--- src/rtl/shs_pkg.sv ---
// Shared constants for the SHA-256 stream hasher: round constants and initial hash values.
`timescale 1ns / 1ps

package shs_pkg;

    typedef logic [31:0] word_t;

    localparam int unsigned ROUNDS      = 64;
    localparam int unsigned BLOCK_BYTES = 64;
    localparam int unsigned HASH_WORDS  = 8;

    // Padding marker byte and the fill position where the length field starts.
    localparam logic [7:0] PAD_MARKER   = 8'h80;
    localparam logic [2:0] LEN_FIELD_HI = 3'b111;

    localparam word_t ROUND_K [ROUNDS] = '{
        32'h428a2f98, 32'h71374491, 32'hb5c0fbcf, 32'he9b5dba5,
        32'h3956c25b, 32'h59f111f1, 32'h923f82a4, 32'hab1c5ed5,
        32'hd807aa98, 32'h12835b01, 32'h243185be, 32'h550c7dc3,
        32'h72be5d74, 32'h80deb1fe, 32'h9bdc06a7, 32'hc19bf174,
        32'he49b69c1, 32'hefbe4786, 32'h0fc19dc6, 32'h240ca1cc,
        32'h2de92c6f, 32'h4a7484aa, 32'h5cb0a9dc, 32'h76f988da,
        32'h983e5152, 32'ha831c66d, 32'hb00327c8, 32'hbf597fc7,
        32'hc6e00bf3, 32'hd5a79147, 32'h06ca6351, 32'h14292967,
        32'h27b70a85, 32'h2e1b2138, 32'h4d2c6dfc, 32'h53380d13,
        32'h650a7354, 32'h766a0abb, 32'h81c2c92e, 32'h92722c85,
        32'ha2bfe8a1, 32'ha81a664b, 32'hc24b8b70, 32'hc76c51a3,
        32'hd192e819, 32'hd6990624, 32'hf40e3585, 32'h106aa070,
        32'h19a4c116, 32'h1e376c08, 32'h2748774c, 32'h34b0bcb5,
        32'h391c0cb3, 32'h4ed8aa4a, 32'h5b9cca4f, 32'h682e6ff3,
        32'h748f82ee, 32'h78a5636f, 32'h84c87814, 32'h8cc70208,
        32'h90befffa, 32'ha4506ceb, 32'hbef9a3f7, 32'hc67178f2
    };

    localparam word_t INIT_HASH [HASH_WORDS] = '{
        32'h6a09e667, 32'hbb67ae85, 32'h3c6ef372, 32'ha54ff53a,
        32'h510e527f, 32'h9b05688c, 32'h1f83d9ab, 32'h5be0cd19
    };

endpackage

--- src/rtl/sha256_stream_hasher_unit.sv ---
// SHA-256 over a byte stream with one shared round unit and a small sequencer.
`timescale 1ns / 1ps

// A beat carrying a byte, or an empty beat, is taken whenever the sequencer is idle. The beat
// that completes a 64-byte block is followed by the rounds and the hash update, with ready low.
// An end-of-message beat is followed by the padding bytes, one per cycle, up to the block end,
// one compression per padded block (one or two), the load of the digest register once it is
// free, and the digest beat. The single round unit performs one round per cycle.
// Reset (aresetn low, synchronous) restores the initial hash values and clears all counts.
module sha256_stream_hasher_unit (
    input  logic         aclk,
    input  logic         aresetn,
    input  logic         s_tvalid,
    output logic         s_tready,
    input  logic [7:0]   s_tdata,   // [7:0] data_byte
    input  logic         s_tuser,   // [0] byte_present
    input  logic         s_tlast,   // end_of_message
    output logic         m_tvalid,
    input  logic         m_tready,
    output logic [255:0] m_tdata    // [63:0] digest_word0, [127:64] digest_word1,
                                    // [191:128] digest_word2, [255:192] digest_word3
);

    // Sequencer states.
    localparam logic [2:0] ST_IDLE = 3'd0;   // taking message beats
    localparam logic [2:0] ST_PAD  = 3'd1;   // shifting in padding bytes, one per cycle
    localparam logic [2:0] ST_COMP = 3'd2;   // 64 rounds, one per cycle
    localparam logic [2:0] ST_FIN  = 3'd3;   // add working variables into the hash
    localparam logic [2:0] ST_EMIT = 3'd4;   // load the digest register once it is free

    logic [2:0]   state_reg;
    logic [5:0]   fill_reg;       // bytes held in the current block
    logic [5:0]   rnd_reg;        // round index during compression
    logic [63:0]  count_reg;      // message length in bits, wraps modulo 2^64
    logic         eom_pend_reg;   // end mark arrived with the byte that filled a block
    logic         pad_reg;        // the block being built or compressed is padding
    logic         marker_reg;     // the 0x80 marker byte has been placed
    logic         len_ok_reg;     // the current block ends with the length field
    logic         out_valid_reg;
    logic [255:0] out_data_reg;

    // The block is a 512-bit shift line. Bytes enter at the low end, so after 64 bytes
    // byte 0 sits at the top and word j is bits [511-32j -: 32]. During compression the
    // same line is the 16-word message schedule window: word 0 is W[t].
    logic [511:0] blk_reg;

    shs_pkg::word_t hash_reg [shs_pkg::HASH_WORDS];
    shs_pkg::word_t work_reg [shs_pkg::HASH_WORDS];

    function automatic shs_pkg::word_t rotr(input shs_pkg::word_t x, input int unsigned n);
        rotr = (x >> n) | (x << (32 - n));
    endfunction

    // Round unit and schedule expansion.
    shs_pkg::word_t w0, w1, w9, w14, new_w;
    shs_pkg::word_t sig_e, sig_a, ch, maj, t1, t2;
    shs_pkg::word_t ea, ee;

    always_comb begin
        w0    = blk_reg[511 -: 32];
        w1    = blk_reg[479 -: 32];
        w9    = blk_reg[223 -: 32];
        w14   = blk_reg[63 -: 32];
        new_w = w0 + (rotr(w1, 7) ^ rotr(w1, 18) ^ (w1 >> 3)) + w9
              + (rotr(w14, 17) ^ rotr(w14, 19) ^ (w14 >> 10));
        ea    = work_reg[0];
        ee    = work_reg[4];
        sig_e = rotr(ee, 6) ^ rotr(ee, 11) ^ rotr(ee, 25);
        ch    = (ee & work_reg[5]) ^ (~ee & work_reg[6]);
        t1    = work_reg[7] + sig_e + ch + shs_pkg::ROUND_K[rnd_reg] + w0;
        sig_a = rotr(ea, 2) ^ rotr(ea, 13) ^ rotr(ea, 22);
        maj   = (ea & work_reg[1]) ^ (ea & work_reg[2]) ^ (work_reg[1] & work_reg[2]);
        t2    = sig_a + maj;
    end

    // Padding byte: the marker first, then zeros, with the big-endian bit count in the
    // last eight positions of the final block.
    logic [7:0] pad_byte;

    always_comb begin
        priority if (!marker_reg) begin
            pad_byte = shs_pkg::PAD_MARKER;
        end else if (len_ok_reg && (fill_reg[5:3] == shs_pkg::LEN_FIELD_HI)) begin
            pad_byte = count_reg[{~fill_reg[2:0], 3'b000} +: 8];
        end else begin
            pad_byte = 8'h00;
        end
    end

    logic in_beat;
    logic out_beat;

    assign s_tready = (state_reg == ST_IDLE);
    assign in_beat  = s_tvalid && s_tready;
    assign out_beat = out_valid_reg && m_tready;
    assign m_tvalid = out_valid_reg;
    assign m_tdata  = out_data_reg;

    // Payload: block line, working variables and digest register.
    always_ff @(posedge aclk) begin
        unique case (state_reg)
            ST_IDLE: begin
                if (in_beat && s_tuser) begin
                    blk_reg <= {blk_reg[503:0], s_tdata};
                end
                for (int i = 0; i < shs_pkg::HASH_WORDS; i++) begin
                    work_reg[i] <= hash_reg[i];
                end
            end
            ST_PAD: begin
                blk_reg <= {blk_reg[503:0], pad_byte};
                for (int i = 0; i < shs_pkg::HASH_WORDS; i++) begin
                    work_reg[i] <= hash_reg[i];
                end
            end
            ST_COMP: begin
                blk_reg     <= {blk_reg[479:0], new_w};
                work_reg[7] <= work_reg[6];
                work_reg[6] <= work_reg[5];
                work_reg[5] <= work_reg[4];
                work_reg[4] <= work_reg[3] + t1;
                work_reg[3] <= work_reg[2];
                work_reg[2] <= work_reg[1];
                work_reg[1] <= work_reg[0];
                work_reg[0] <= t1 + t2;
            end
            ST_FIN: begin
            end
            ST_EMIT: begin
                if (!out_valid_reg || m_tready) begin
                    for (int i = 0; i < 4; i++) begin
                        out_data_reg[64*i +: 64] <= {hash_reg[2*i], hash_reg[2*i+1]};
                    end
                end
            end
            default: begin
            end
        endcase
    end

    // Control state and hash words.
    always_ff @(posedge aclk) begin
        if (!aresetn) begin
            state_reg     <= ST_IDLE;
            fill_reg      <= '0;
            rnd_reg       <= '0;
            count_reg     <= '0;
            eom_pend_reg  <= 1'b0;
            pad_reg       <= 1'b0;
            marker_reg    <= 1'b0;
            len_ok_reg    <= 1'b0;
            out_valid_reg <= 1'b0;
            for (int i = 0; i < shs_pkg::HASH_WORDS; i++) begin
                hash_reg[i] <= shs_pkg::INIT_HASH[i];
            end
        end else begin
            // In ST_EMIT a departing digest beat is replaced by the new one below.
            if (out_beat && (state_reg != ST_EMIT)) begin
                out_valid_reg <= 1'b0;
            end
            unique case (state_reg)
                ST_IDLE: begin
                    if (in_beat) begin
                        if (s_tuser) begin
                            fill_reg  <= fill_reg + 6'd1;
                            count_reg <= count_reg + 64'd8;
                        end
                        priority if (s_tuser && (fill_reg == 6'd63)) begin
                            // The block is full: compress first, pad afterward if marked.
                            eom_pend_reg <= s_tlast;
                            rnd_reg      <= '0;
                            state_reg    <= ST_COMP;
                        end else if (s_tlast) begin
                            pad_reg    <= 1'b1;
                            marker_reg <= 1'b0;
                            len_ok_reg <= 1'b0;
                            state_reg  <= ST_PAD;
                        end else begin
                            state_reg <= ST_IDLE;
                        end
                    end
                end
                ST_PAD: begin
                    fill_reg <= fill_reg + 6'd1;
                    if (!marker_reg) begin
                        marker_reg <= 1'b1;
                        // A marker placed before the length field leaves room for it here.
                        if (fill_reg[5:3] != shs_pkg::LEN_FIELD_HI) begin
                            len_ok_reg <= 1'b1;
                        end
                    end
                    if (fill_reg == 6'd63) begin
                        rnd_reg   <= '0;
                        state_reg <= ST_COMP;
                    end
                end
                ST_COMP: begin
                    rnd_reg <= rnd_reg + 6'd1;
                    if (rnd_reg == 6'd63) begin
                        state_reg <= ST_FIN;
                    end
                end
                ST_FIN: begin
                    for (int i = 0; i < shs_pkg::HASH_WORDS; i++) begin
                        hash_reg[i] <= hash_reg[i] + work_reg[i];
                    end
                    priority if (pad_reg && len_ok_reg) begin
                        state_reg <= ST_EMIT;
                    end else if (pad_reg) begin
                        // The marker filled the block; the next one carries only the length.
                        len_ok_reg <= 1'b1;
                        state_reg  <= ST_PAD;
                    end else if (eom_pend_reg) begin
                        eom_pend_reg <= 1'b0;
                        pad_reg      <= 1'b1;
                        marker_reg   <= 1'b0;
                        len_ok_reg   <= 1'b0;
                        state_reg    <= ST_PAD;
                    end else begin
                        state_reg <= ST_IDLE;
                    end
                end
                ST_EMIT: begin
                    if (!out_valid_reg || m_tready) begin
                        out_valid_reg <= 1'b1;
                        count_reg     <= '0;
                        fill_reg      <= '0;
                        pad_reg       <= 1'b0;
                        marker_reg    <= 1'b0;
                        len_ok_reg    <= 1'b0;
                        for (int i = 0; i < shs_pkg::HASH_WORDS; i++) begin
                            hash_reg[i] <= shs_pkg::INIT_HASH[i];
                        end
                        state_reg <= ST_IDLE;
                    end
                end
                default: begin
                    state_reg <= ST_IDLE;
                end
            endcase
        end
    end

endmodule

--- config.mk ---
export PLATFORM = sky130hd
export DESIGN_NAME = sha256_stream_hasher_unit
export DESIGN_NICKNAME = d
export VERILOG_FILES = /design/src/rtl/shs_pkg.sv /design/src/rtl/sha256_stream_hasher_unit.sv
export SDC_FILE = /design/constraint.sdc
export NUM_CORES = 2
export LEC_CHECK = 0
export BUFFER_PORTS_ARGS = -buffer_cell sky130_fd_sc_hd__buf_4
export CORE_ASPECT_RATIO = 0.9
export CORE_MARGIN = 10
export CORE_UTILIZATION = 41
export DETAILED_ROUTE_END_ITERATION = 8
export PLACE_DENSITY_LB_ADDON = 0.2
export SETUP_SLACK_MARGIN = 0.4
export SKIP_CTS_REPAIR_TIMING = 1
export SYNTH_ARGS = -nofsm -noshare
export SYNTH_HDL_FRONTEND = slang
export SYNTH_SLANG_ARGS = --single-unit
export TNS_END_PERCENT = 50
--- constraint.sdc ---
create_clock -name aclk -period 16.3 [get_ports aclk]
set_input_delay 3.26 -clock aclk [delete_from_list [all_inputs] [get_ports aclk]]
set_output_delay 3.26 -clock aclk [all_outputs]
set_load 0.01 [all_outputs]
==> out/qor.txt <==
Worst Max-Slew Pin Slew = 1.45 ns
Worst-path clk slew = 0.06 ns
Hold Vio Cnt, Final = 0
Max reg flops = 512
TNS Setup = 0 ns
Initial Utilization = 41.4%
Final period util = 61.9%
Ys flop type = edfxtp_1
IO Pins = 272
Outcome = finished, final reports clean
Syn Nets = 8855
Final wirelength = 270000 microns
Synth unique cells = 91
CP Buf/Inv Count = 5
TritonCTS Sinks = 1361
Commonest cells after routing, fill and taps aside = nand2_1, edfxtp_1, o21ai_0, a21oi_1, ha_1
Kind of cell adding the most delay to the critical path = compound AO/OA/AOI/OAI gates
Gate count of the mapped netlist = 8251
Worst Setup End Kind = flip-flop
Pin count of the biggest net entering global routing = 232
Via count = 61.3k
Drt pass-1 iters = 8
Mean cell area of the mapped netlist = 9.72 sq um
Compound-Gate Fraction of Synth Area = 11.8%
CTS Buf Count = 152
Buffers on Ports = 271
FFs w/ async S/R, synth = 0%
Core area = 194000 sq um
FMAX = 0.0991 GHz
Gr ovfl total = 0
DRC Markers = 0
Die X-Extent = 486 microns
Post-Synth Simple-Gate Area = 16.7%
Routed Antenna Nets = 0
Slowest cell delay on critical path = 1.06 ns
Ratio of cells with drive above 1 in the final layout = 7.77%
Placed Instances = 10.7k
Area Overhead vs Synth = 11.7%
Sequential element share of the synthesized area = 48.4%
Post-Layout Cell Count = 11.0k
Post-synth EDFFs = 1152
Relative slew margins = 3.07%
Maximum root-to-sink buffer count = 3
Antenna diode count = 0
Synth Cell Area = 80200 sq um
All-Layer GR Usage = 24.3%
Initial antenna violation count = 9
CTS tree = done
Req. time, crit path = 16.88 ns
Clock tree root buffer cell = clkbuf_16
Vias/cell = 5.56
Worst Path Max Fanout = 16
Lkg Pwr = 0.0362 uW
Crit path kind = flip-flop to flip-flop
Vias in the first global route = 57.7k
Worst setup SP type = flip-flop
Gpl congestion = 0.986
Critical path's slowest cell = ha_1
First-pass GRT wire length = 392000 microns
Max Cap Violations = 0
Xor-xnor portion of the synthesized cell area = 6.79%
Post-synthesis adder-cell area fraction = 11.3%
HP Class = flip-flop to flip-flop
Setup clock skew after layout = 0.0517 ns
# nets final = 8931
Setup violations, final = 0
Worst endpoint data arrival time = 10.67 ns
Max Slew Vio Count = 0
Warnings from Yosys = 0
Clk Latency, worst-skew pair = 0.85 ns
CTS H-tree lvls = 4
Flops & latches, synth = 1361
Most common cell after layout, fill and taps aside = nand2_1
Crit path time final = 10.09 ns
Power Density = 117 nW/um^2
DIE AREA = 214000 sq um
Iter 0 DRT Violations = 6551
Largest family of logic cells by synthesized area = simple AND/OR/NAND/NOR gates
Site Rows = 153
Dpl hpwl = 201000 microns
DR WL/cell = 24.5 microns
Die Y = 440 microns
Fraction of synthesized area in multiplexers = 1.22%
Max rail drop VDD = 0.104 mV
RSZ-0062 raised after global routing = false
[power by group]
part | total, uW | internal, uW | switching, uW
combinational | 2880 | 1120 | 1760
clock | 3490 | 1970 | 1520
sequential | 4080 | 3940 | 141
total | 10500 | 7030 | 3430
[per-layer routing]
metal  part of all wire (%)  vias up  global-route usage, %
met5                  0.024        -                      0
met4                    4.0       10                   9.01
met3                    7.2      435                   4.35
met2                     44     2183                   37.5
met1                     44    30100                   34.2
li1                       -    28600                      -
[cells by family (layout without fill, tap and decap cells)]
family / after synthesis / count (layout)
buffers and inverters: 803 / 1010
xor gates and xnor gates: 622 / 622
adders and majority gates: 612 / 612
muxes: 74 / 74
DFF: 1361 / 1361
AOI/OAI and AO/OA: 1535 / 1535
and+or+nand+nor: 3244 / 3244
[synth_stat cells, drive strengths merged, types with 17 or more instances]
master     n  area [sq um]
o21bai    56           420
a22oi     19           143
fa       195          3900
a21o     166          1250
dfxtp    209          4180
o21ai    458          2290
a31oi     40           250
xor2     250          2190
buf       25           106
nand3     71           355
mux2i     33           330
and2      22           140
nor2b     65           407
mux2      25           282
a21boi    18           135
clkbuf   396          1490
or3       50           327
and3      53           338
a221oi    17           149
o21a      52           390
xnor2    372          3260
nand4     24           150
inv      381          1430
a211oi    59           443
nand2b    72           450
o31ai     28           210
nor2     352          1320
nor3      83           415
ha       395          4940
maj3      22           220
edfxtp  1152         34600
nand2   2379          8930
a21oi    424          2120
o211ai    61           458
[through the flow]
stage | setup WS, ns | power (uW) | util [%] | cell area [sq um] | hold slack (ns)
after floorplan | 0.854 | 6220 | - | 80200 | 0.447
after global placement | 6.43 | 6980 | 43.6 | 84500 | 0.465
after detailed placement | 6.42 | 6990 | 43.6 | 84500 | 0.473
after CTS | 6.40 | 10500 | 46.2 | 89600 | 0.488
after global routing | 5.65 | 11000 | 46.2 | 89600 | 0.502
final | 6.21 | 10500 | 46.2 | 89600 | 0.482
[worst reg2reg max path, delay by kind of cell (launching register included)]
family | cells | cell delay [ns]
AOI/OAI and AO/OA | 16 | 3.99
adders and majority gates | 7 | 3.71
buffers and inverters | 5 | 0.88
and+or+nand+nor | 2 | 0.68
DFF | 1 | 0.33
xor gates and xnor gates | 1 | 0.19
muxes | 1 | 0.10
[area by class of cell]
| type | count | area, sq um |
|---|---|---|
| Timing Repair Buffer | 343 | 2640 |
| Clock inverter | 83 | 877 |
| Tap cell | 2557 | 3200 |
| Clock buffer | 202 | 4160 |
| Sequential cell | 1361 | 38800 |
| Fill cell | 18400 | 104000 |
| Multi-Input combinational cell | 6087 | 38500 |
| Inverter | 382 | 1440 |
[worst paths after layout]
kind                         from               to  slack, ns  cells past startpoint
hold / removal    hash_reg[1][95]     m_tdata[255]       0.48                      0
setup reg to reg       rnd_reg[0]  work_reg[0][30]       6.21                     32
hold reg to reg   hash_reg[1][95]     m_tdata[255]       0.48                      0
setup / recovery       rnd_reg[0]  work_reg[0][30]       6.21                     32
(Power assumes the default switching activity.)
